$ cat config.mk
export PLATFORM = sky130hd
export DESIGN_NAME = kprt_front
export DESIGN_NICKNAME = d
export VERILOG_FILES = /design/src/rtl/kprt_pkg.sv /design/src/rtl/kprt_front.sv
export SDC_FILE = /design/constraint.sdc
export NUM_CORES = 1
export LEC_CHECK = 0
export ABC_AREA = 1
export BUFFER_PORTS_ARGS = -buffer_cell sky130_fd_sc_hd__buf_2
export CORE_MARGIN = 2
export CORE_UTILIZATION = 44
export CTS_BUF_LIST = sky130_fd_sc_hd__clkbuf_4 sky130_fd_sc_hd__clkbuf_8
export CTS_CLUSTER_SIZE = 10
export DETAILED_ROUTE_END_ITERATION = 8
export HOLD_SLACK_MARGIN = 0.08
export PLACE_DENSITY = 0.79
export SLEW_MARGIN = 20
export SYNTH_ARGS = -nofsm -noshare
export SYNTH_HDL_FRONTEND = slang
export SYNTH_SLANG_ARGS = --single-unit
$ cat constraint.sdc
create_clock -name clk -period 11 [get_ports clk]
set_input_delay 1.1 -clock clk [delete_from_list [all_inputs] [get_ports clk]]
set_output_delay 1.1 -clock clk [all_outputs]
set_load 0.05 [all_outputs]
$ cat src/rtl/kprt_pkg.sv
package kprt_pkg;

    // Command codes on the input channel
    localparam logic [1:0] CMD_INSERT = 2'd0;
    localparam logic [1:0] CMD_LOOKUP = 2'd1;
    localparam logic [1:0] CMD_RETIRE = 2'd2;

    // Request queue between front and back
    localparam int Q_DEPTH = 2;
    localparam int Q_PTR_W = 1;
    localparam int Q_CNT_W = 2;

    // Result field widths fixed by the interface
    localparam int IDX_OUT_W    = 4;
    localparam int ROUND_W      = 32;
    localparam int SECRET_OUT_W = 64;

    // Classified command: what the back part has to do
    typedef struct packed {
        logic ins;   // insert new entry
        logic srch;  // search newest matching slot
        logic clr;   // clear the matched slot
    } cls_t;

    function automatic cls_t classify(input logic [1:0] cmd);
        cls_t c;
        c = '0;
        case (cmd)
            CMD_INSERT: c.ins  = 1'b1;
            CMD_LOOKUP: c.srch = 1'b1;
            CMD_RETIRE:
            begin
                c.srch = 1'b1;
                c.clr  = 1'b1;
            end
            default:    c = '0;
        endcase
        return c;
    endfunction

endpackage

$ cat src/rtl/kprt_front.sv
module kprt_front #(
    parameter int KEY_BITS    = 64,
    parameter int SECRET_BITS = 64
) (
    input  logic                   clk,
    input  logic                   rst_n,
    input  logic                   in_valid,
    output logic                   in_ready,
    input  logic [1:0]             cmd,
    input  logic [63:0]            key,
    input  logic [31:0]            round_number,
    input  logic [63:0]            secret_word,
    output logic                   q_valid,
    input  logic                   q_ready,
    output kprt_pkg::cls_t         q_cls,
    output logic [KEY_BITS-1:0]    q_key,
    output logic [31:0]            q_round,
    output logic [SECRET_BITS-1:0] q_secret
);

    kprt_pkg::cls_t         cls_mem    [kprt_pkg::Q_DEPTH];
    logic [KEY_BITS-1:0]    key_mem    [kprt_pkg::Q_DEPTH];
    logic [31:0]            round_mem  [kprt_pkg::Q_DEPTH];
    logic [SECRET_BITS-1:0] secret_mem [kprt_pkg::Q_DEPTH];

    logic [kprt_pkg::Q_PTR_W-1:0] wr_ptr_reg, wr_ptr_next;
    logic [kprt_pkg::Q_PTR_W-1:0] rd_ptr_reg, rd_ptr_next;
    logic [kprt_pkg::Q_CNT_W-1:0] count_reg, count_next;
    logic                         push;
    logic                         pop;

    // Accept while the queue has room
    assign in_ready = (count_reg != kprt_pkg::Q_CNT_W'(kprt_pkg::Q_DEPTH));
    assign push     = in_valid && in_ready;
    assign q_valid  = (count_reg != '0);
    assign pop      = q_valid && q_ready;

    assign q_cls    = cls_mem[rd_ptr_reg];
    assign q_key    = key_mem[rd_ptr_reg];
    assign q_round  = round_mem[rd_ptr_reg];
    assign q_secret = secret_mem[rd_ptr_reg];

    // Advance pointers and fill count
    always_comb
    begin
        wr_ptr_next = push ? wr_ptr_reg + 1'b1 : wr_ptr_reg;
        rd_ptr_next = pop ? rd_ptr_reg + 1'b1 : rd_ptr_reg;
        count_next  = count_reg;
        if (push && !pop)
        begin
            count_next = count_reg + 1'b1;
        end
        else if (pop && !push)
        begin
            count_next = count_reg - 1'b1;
        end
    end

    always_ff @(posedge clk or negedge rst_n)
    begin
        if (!rst_n)
        begin
            wr_ptr_reg <= '0;
            rd_ptr_reg <= '0;
            count_reg  <= '0;
        end
        else
        begin
            wr_ptr_reg <= wr_ptr_next;
            rd_ptr_reg <= rd_ptr_next;
            count_reg  <= count_next;
        end
    end

    // Classify and narrow the request on the way in
    always_ff @(posedge clk)
    begin
        if (push)
        begin
            cls_mem[wr_ptr_reg]    <= kprt_pkg::classify(cmd);
            key_mem[wr_ptr_reg]    <= key[KEY_BITS-1:0];
            round_mem[wr_ptr_reg]  <= round_number;
            secret_mem[wr_ptr_reg] <= secret_word[SECRET_BITS-1:0];
        end
    end

endmodule

==> impl_metrics.json, run 1 <==
{
  "cts_tree": "built",
  "ys_async_sr_fraction_pct": 1.212,
  "synth_edf_count": 326,
  "drtIter0Drc": 464,
  "crit_top_cell": "nand2_1",
  "grt_use_total_pct": 16.94,
  "grt_pass1_wl_mm": 38.16,
  "cts_setup_buffers": 0,
  "tightestPinTransition_ns": 1.085,
  "clock.fmax_mhz": 235.5,
  "drtPass1Iterations": 5,
  "dominantRegCellSynth": "edfxtp_1",
  "synth_area_leaders": "edfxtp_1 (80%), nand2_1 (15%), buf_6 (2.0%)",
  "area_growth_pct": 23.41,
  "fin_crit_sh_pct": 38.61,
  "antenna_found_initial": 3,
  "maxSlewHeadroom_pct": 27.64,
  "gp_congestion": 0.7665,
  "ys_seq_area_share_pct": 81.04,
  "final.min_clock_period_ns": 4.247,
  "cts-buffers-inserted": 52,
  "grt_pass1_vias": 7634,
  "die_h_um": 170.5,
  "cp.required_ns": 9.90,
  "seqCellArea_um2": 9893,
  "pin_count": 331,
  "synth.distinct_cells": 14,
  "htreeDepth": 2,
  "synth.yosys.warnings": 0,
  "grt_start_max_net_pins": 85,
  "overflow": 0,
  "wl_mm": 25.81,
  "start_util_pct": 45.03,
  "critical_path_class": "flip-flop to primary output",
  "clock_path_buffers": 3,
  "filler_cell_count": 2146,
  "hold_buffers": 0,
  "cts.repair.resized": 0,
  "clk_latency_ns": 0.57,
  "worstPathCellList": "inv_6 -> buf_4 -> nand2_1 -> nand2_1 -> buf_2",
  "drc_errors": 0,
  "synth_area_per_cell_um2": 13.80,
  "maxSlewViolCount": 0,
  "synthesis.area_um2": 12200,
  "synth.most_common_cell": "nand2_1",
  "critPathCaptureType": "primary output",
  "antenna_left": 0,
  "row_count": 60,
  "synth_top_cell_area_share_pct": 80.22,
  "outcome": "finished clean",
  "cts.sinks": 330,
  "dr_total_vias": 7628,
  "wl_per_cell_um": 15.66,
  "multiInputGateArea_um2": 1967,
  "cpMaxStageDelayCell": "buf_4",
  "stdcell_count": 1648,
  "finalWorstSetupSlack_ns": 6.753,
  "syn_inst": 884,
  "drv_cap": 0,
  "arrival_ns": 3.15,
  "synthTopCellsByCount": "nand2_1 (499), edfxtp_1 (326), buf_6 (22)",
  "cpPeakStageDelay_ns": 0.76,
  "ys_ff_latch": 330,
  "largestRegisters": "key_mem (128), secret_mem (128), round_mem (64)",
  "worst_clock_skew_ns": 0.03653,
  "post_drt_via_cell_ratio": 4.629,
  "drive_gt1_share_pct": 32.78,
  "dp.cells": 1557,
  "clk_pin_slew_ns": 0.06,
  "dieArea_um2": 29080,
  "timing.hold.ws_ns": 0.3214,
  "synth_nets": 1053,
  "final.setup.tns_ns": 0,
  "hold_violations": 0,
  "core-area_um2": 27100,
  "path_max_fanout": 84,
  "yosysTopAreaCell": "edfxtp_1",
  "grt_setup_unrepaired": "false",
  "hold_path.class": "input port to async pin",
  "port-buffer-count": 330,
  "die_x_um": 170.5,
  "pre_cts_ws_ns": 7.329,
  "setup_viol": 0,
  "dp_hpwl_mm": 16.96,
  "start_kind": "flip-flop",
  "layout.nets": 1408,
  "cts-root-buf": "clkbuf_8"
}
metal layers:
layer  wire (um)  GRT usage [%]
met5          28              0
met4         617          6.243
met3        2689          6.593
met2       12560          28.97
met1        9913          19.30
critical path: cells and delay by family, from the launching register on:
| family | cells | cell delay (ns) |
|---|---|---|
| buffers and inverters | 3 | 1.56 |
| and+or+nand+nor | 2 | 0.24 |
| DFF | 1 | 0.66 |
logic make-up (layout without fill, tap and decap cells):
group	count (synthesis)	count (layout)	share of synthesized area [%]
xor gates and xnor gates	2	2	0.1436
adders and majority gates	3	3	0.3076
buffers and inverters	45	436	2.963
DFF	330	330	81.04
other	0	1	0
and+or+nand+nor	504	504	15.54
metrics by stage:
stage / util, % / cell area, um2
CTS: 55.56 / 15060
floorplan: - / 12200
detailed placement: 51.91 / 14070
finish: 55.57 / 15060
global placement: 51.91 / 14070
global route: 55.56 / 15060
cells in the final DEF (no fill, tap or decap):
| cell | synthesis | final |
|---|---|---|
| xnor2_1 | 1 | 1 |
| clkinv_2 | 0 | 6 |
| bufinv_16 | 0 | 2 |
| ha_1 | 3 | 3 |
| buf_2 | 10 | 330 |
| nand2_1 | 499 | 499 |
| clkbuf_8 | 0 | 53 |
| inv_6 | 0 | 1 |
| nand3_1 | 2 | 2 |
| inv_1 | 8 | 8 |
| buf_4 | 4 | 7 |
| clkinvlp_4 | 0 | 3 |
| nand4_1 | 1 | 1 |
| dfrtp_1 | 4 | 3 |
| clkbuf_4 | 0 | 13 |
| clkinv_1 | 0 | 13 |
| edfxtp_1 | 326 | 326 |
| diode_2 | 0 | 1 |
| nor2_4 | 0 | 2 |
| xor2_1 | 1 | 1 |
| dfrtp_4 | 0 | 1 |
final timing paths:
kind / start / endpoint / slack, ns / depth (start not counted)
worst max-delay path: rd_ptr_reg / q_round[13] / 6.75 / 5
worst min-delay path: rst_n / rd_ptr_reg / 0.32 / 1
worst max register to register: count_reg[0] / round_mem[0][9] / 8.32 / 5
worst min register to register: count_reg[0] / count_reg[0] / 0.52 / 1
max in group asynchronous: rst_n / rd_ptr_reg / 10.55 / 1
min in group clk: count_reg[0] / count_reg[0] / 0.52 / 1
area by class of cell:
type | count | share of cell area, %
multi-input cells | 509 | 13.06
repair buffers | 337 | 11.32
inverters | 9 | 0.2576
clock inverters | 24 | 1.072
diodes | 1 | 0.01662
flip-flops and latches | 330 | 65.69
clock buffers | 66 | 5.492
well taps | 372 | 3.091
Power of run 1 is not shown: default switching activity piles up to over one toggle a cycle in this logic, so the estimate is an artifact.
==> run 2: changes to the inputs <==
PLACE_DENSITY = 0.81   (was 0.79)
clock period = 3.6 ns   (was 11 ns; I/O delays follow)
==> run 2 against run 1 <==
  * Non-clock buffer count is 173 higher
  * Largest cell class unchanged
  * Critical endpoint is now q_key[23]
  * Global-route usage is 4.9 points higher
  * First-iteration DRC count is 82% higher
  * Via count is 17% higher
  * Highest routed layer unchanged
==> impl_metrics.json, run 2 (synthesized netlist as in run 1, its figures left out) <==
{
  "drtIter0Drc": 846,
  "outcome": "finished clean",
  "final.min_clock_period_ns": 3.067,
  "dieArea_um2": 29080,
  "cp.required_ns": 3.24,
  "start_util_pct": 45.03,
  "timing.hold.ws_ns": 0.1290,
  "grt_use_total_pct": 21.84,
  "path_max_fanout": 69,
  "core-area_um2": 27100,
  "worst_clock_skew_ns": 0.02404,
  "hold_path.class": "input port to async pin",
  "ir_drop_v": 0.0007376,
  "reg2reg_slack_ns": 1.50,
  "final_common_cell": "nand2_1",
  "gp_congestion": 0.8211,
  "final.setup.tns_ns": 0,
  "grt_setup_unrepaired": "false",
  "drive_gt1_share_pct": 29.75,
  "cts.repair.resized": 0,
  "fin_crit_sh_pct": 85.21,
  "hold_buffers": 162,
  "dp_hpwl_mm": 18.32,
  "stdcell_count": 1825,
  "internal_power_uw": 8422,
  "cts_setup_buffers": 0,
  "tightestPinTransition_ns": 0.9125,
  "largestRegisters": "key_mem (128), secret_mem (128), round_mem (64)",
  "wl_mm": 32.98,
  "die_x_um": 170.5,
  "grt_pass1_vias": 9291,
  "comb_power_share_pct": 45.3,
  "clkPwrFrac_pct": 19.8,
  "dr_total_vias": 8937,
  "grt_start_max_net_pins": 70,
  "worstReg2RegStart": "count_reg[0]",
  "clock_path_buffers": 3,
  "row_count": 60,
  "reg2regPathDepth": 5,
  "antenna_left": 0,
  "switching_share_pct": 47.24,
  "drtPass1Iterations": 7,
  "dp.cells": 1568,
  "clk_pin_slew_ns": 0.06,
  "arrival_ns": 2.71,
  "cts_tree": "built",
  "cts-root-buf": "clkbuf_8",
  "pin_count": 331,
  "overflow": 0,
  "port-buffer-count": 330,
  "critPathCaptureType": "primary output",
  "antenna_found_initial": 1,
  "p_leak_uw": 0.007299,
  "drc_errors": 0,
  "die_h_um": 170.5,
  "htreeDepth": 2,
  "clock.fmax_mhz": 326.0,
  "setup_viol": 0,
  "post_drt_via_cell_ratio": 4.897,
  "cts.sinks": 330,
  "start_kind": "flip-flop",
  "clk_latency_ns": 0.56,
  "reg2reg_to": "key_mem[0][44]",
  "seq_power_share_pct": 34.9,
  "grt_pass1_wl_mm": 48.44,
  "critical_path_class": "flip-flop to primary output",
  "maxSlewViolCount": 0,
  "power.density_nw_per_um2": 944.2,
  "maxSlewHeadroom_pct": 39.02,
  "layout.nets": 1580,
  "wl_per_cell_um": 18.07,
  "drv_cap": 0,
  "area_growth_pct": 38.53,
  "cts-buffers-inserted": 51,
  "p_sw_uw": 7540,
  "layout_common_cells": "nand2_1 (497), buf_2 (330), edfxtp_1 (326), dlygate4sd3_1 (162), clkbuf_8 (53)",
  "hold_violations": 0
}
-- run 2: cell type report --
type	instances	area, um2
Tap cell	372	465.4
Timing Repair Buffer	510	3496
Clock inverter	27	192.7
Sequential cell	330	9893
Inverter	9	38.79
Clock buffer	67	834.6
Fill cell	1848	10200
Multi-Input combinational cell	509	1982
Antenna cell	1	2.502
-- run 2: stage by stage --
stage	power, uW	setup WS [ns]	util [%]	instance area [um2]
after floorplan	11000	0.02468	-	12230
after global placement	12480	1.208	52.59	14250
after detailed placement	12590	1.175	52.59	14250
after CTS	15870	0.5792	62.37	16900
after global routing	16610	0.4030	62.37	16900
final	15960	0.5325	62.38	16910
-- run 2: worst max-delay path by stage --
stage / end / startpoint / depth (start not counted)
5_1_grt: q_secret[7] / rd_ptr_reg / 5
3_3_place_gp: q_secret[51] / rd_ptr_reg / 5
6_report: q_key[23] / rd_ptr_reg / 5
4_1_cts: q_key[21] / rd_ptr_reg / 5
3_5_place_dp: q_key[21] / rd_ptr_reg / 5
2_1_floorplan: cls_mem[0][0] / count_reg[0] / 4
-- run 2: routing by layer --
metal / part of all wire, % / GRT usage [%]
met5: 0.036 / 0
met4: 3.9 / 9.625
met3: 9.9 / 6.431
met2: 49 / 38.37
met1: 37 / 24.70
-- run 2: worst max-delay path, stage by stage (launching register included) --
cell	delay (ns)
dfrtp_4	0.70
inv_6	0.47
buf_12	0.36
nand2_1	0.12
nand2_1	0.11
buf_2	0.27
-- run 2: power by group through the flow --
| stage | Combinational (uW) | Clock, uW | Sequential [uW] |
|---|---|---|---|
| 2_1_floorplan | 5450 | 0 | 5540 |
| 3_3_place_gp | 6900 | 0 | 5580 |
| 3_5_place_dp | 6980 | 0 | 5610 |
| 4_1_cts | 7140 | 3190 | 5540 |
| 5_1_grt | 7610 | 3370 | 5630 |
| 6_report | 7240 | 3150 | 5570 |
Note: power is estimated with default switching activity, not from simulation.
==> run 3: changes to the inputs <==
ABC_AREA = not set   (was 1)
PLACE_DENSITY = 0.82   (was 0.81)
==> run 3 against run 2 <==
  * Via count down 21%
  * Sequential cell count unchanged
  * Synthesized cell count down 40%
  * Non-clock buffer count down 9
  * Die area down 0.95%
  * Clock-buffer cell count down 3
  * Critical path type unchanged
  * Hold slack worse by 0.0031 ns
  * Wire length down 17%
==> impl_metrics.json, run 3 <==
{
  "outcome": "finished clean",
  "layout.nets": 1235,
  "cts-root-buf": "clkbuf_8",
  "critical_path.top_delay_family": "flip-flops",
  "final.setup.tns_ns": 0,
  "dp_hpwl_mm": 15.15,
  "drc_errors": 0,
  "largestRegisters": "key_mem (128), secret_mem (128), round_mem (64)",
  "maxSlewViolCount": 0,
  "overflow": 0,
  "synth_area_leaders": "edfxtp_1 (81%), mux2_2 (15%), clkbuf_8 (1.4%)",
  "drv_cap": 0,
  "ir_drop_v": 0.0008202,
  "final_common_cell": "buf_2",
  "die_h_um": 169.7,
  "synth.distinct_cells": 14,
  "setup_viol": 0,
  "internal_power_uw": 8556,
  "htreeDepth": 2,
  "synth.yosys.warnings": 0,
  "start_util_pct": 44.84,
  "clkPwrFrac_pct": 20.0,
  "final.min_clock_period_ns": 2.740,
  "drive_gt1_share_pct": 52.54,
  "cpMaxStageDelayCell": "dfrtp_4",
  "clk_pin_slew_ns": 0.05,
  "pin_count": 331,
  "yosysTopAreaCell": "edfxtp_1",
  "port-buffer-count": 330,
  "gp_congestion": 0.7442,
  "start_kind": "flip-flop",
  "cts_tree": "built",
  "path_max_fanout": 52,
  "ys_async_sr_fraction_pct": 1.212,
  "power_uw": 14790,
  "tightestPinTransition_ns": 0.7086,
  "synthesis.area_um2": 12080,
  "dominantRegCellSynth": "edfxtp_1",
  "cpPeakStageDelay_ns": 0.81,
  "cts_setup_buffers": 0,
  "synth_nets": 698,
  "dieArea_um2": 28800,
  "dr_total_vias": 7021,
  "core-area_um2": 26950,
  "antenna_left": 0,
  "synth_edf_count": 326,
  "clock.fmax_mhz": 365.0,
  "finalWorstSetupSlack_ns": 0.8602,
  "grt_use_total_pct": 18.12,
  "grt_pass1_wl_mm": 40.08,
  "maxSlewHeadroom_pct": 52.76,
  "drtIter0Drc": 404,
  "clock_path_buffers": 3,
  "synth_top_cell_area_share_pct": 81.01,
  "synth_area_per_cell_um2": 22.84,
  "drtPass1Iterations": 5,
  "synth.most_common_cell": "edfxtp_1",
  "grt_pass1_vias": 7709,
  "worst_clock_skew_ns": 0.01635,
  "ys_seq_area_share_pct": 81.84,
  "wl_mm": 27.45,
  "row_count": 60,
  "cp.required_ns": 3.24,
  "switching_share_pct": 42.14,
  "antenna_found_initial": 4,
  "cts-buffers-inserted": 52,
  "power.density_nw_per_um2": 885.7,
  "path_buf_inv": 2,
  "p_sw_uw": 6230,
  "p_leak_uw": 0.006336,
  "seq_power_share_pct": 37.6,
  "grt_setup_unrepaired": "false",
  "critPathCaptureType": "primary output",
  "cts.repair.resized": 0,
  "worstPathCellList": "buf_12 -> mux2_2 -> buf_2",
  "layout_common_cells": "buf_2 (330), edfxtp_1 (326), mux2_2 (163), dlygate4sd3_1 (163), clkbuf_8 (53)",
  "comb_power_share_pct": 42.4,
  "pre_cts_ws_ns": 1.424,
  "arrival_ns": 2.38,
  "syn_inst": 529,
  "post_drt_via_cell_ratio": 4.842,
  "fin_crit_sh_pct": 76.11,
  "die_x_um": 169.7,
  "ys_ff_latch": 330,
  "grt_start_max_net_pins": 87,
  "synthTopCellsByCount": "edfxtp_1 (326), mux2_2 (163), clkbuf_8 (12)",
  "hold_buffers": 163,
  "cts.sinks": 330,
  "hold_path.class": "input port to async pin",
  "clk_latency_ns": 0.57,
  "hold_violations": 0,
  "area_growth_pct": 38.14,
  "wl_per_cell_um": 18.93,
  "critical_path_class": "flip-flop to primary output"
}
==> run 3: layout make-up <==
cell class	instances	area (um2)
Clock inverter	28	146.4
Clock buffer	64	812.0
Fill cell	1872	10260
Multi-Input combinational cell	178	1973
Inverter	3	11.26
Antenna cell	5	12.51
Tap cell	341	426.7
Sequential cell	330	9893
Timing Repair Buffer	501	3418
==> run 3: worst paths after layout <==
path	from	endpoint	slack (ns)	cells past startpoint
setup / recovery	rd_ptr_reg	q_round[19]	0.86	3
hold / removal	rst_n	count_reg[0]	0.13	2
setup reg to reg	count_reg[0]	round_mem[1][15]	1.50	3
hold reg to reg	count_reg[0]	count_reg[0]	0.55	1
max in group asynchronous	rst_n	count_reg[1]	2.79	3
min in group clk	in_valid	wr_ptr_reg	0.13	3
==> run 3: cells by family after synthesis <==
| kind of cell | synth area share (%) |
|---|---|
| XOR/XNOR | 0.3625 |
| AND/OR/NAND/NOR | 0.2797 |
| adder cells (fa/ha/maj) | 0.3107 |
| multiplexers | 15.19 |
| buffers and inverters | 2.019 |
| flip-flops | 81.84 |
==> run 3: stage by stage <==
stage          cell area [um2]  util, %  instances  hold WS, ns
2_1_floorplan            12100        -        529      0.06441
3_3_place_gp             14090    52.28       1190       0.1700
3_5_place_dp             14090    52.28       1190       0.1764
4_1_cts                  16680    61.89       1445      0.09443
5_1_grt                  16690    61.93       1449       0.1097
6_report                 16690    61.94       1450       0.1259
==> run 3: power by group through the flow <==
stage,sequential (uW),clock (uW),combinational (uW)
after floorplan,5520,0,5000
after global placement,5560,0,6090
after detailed placement,5620,0,6120
after CTS,5550,3000,6280
after global routing,5630,3190,6520
final,5560,2960,6270
==> run 3: metal layers <==
metal	wire (um)	global-route usage (%)
met5	0	0
met4	944	8.213
met3	2084	5.317
met2	14430	32.99
met1	9992	19.43
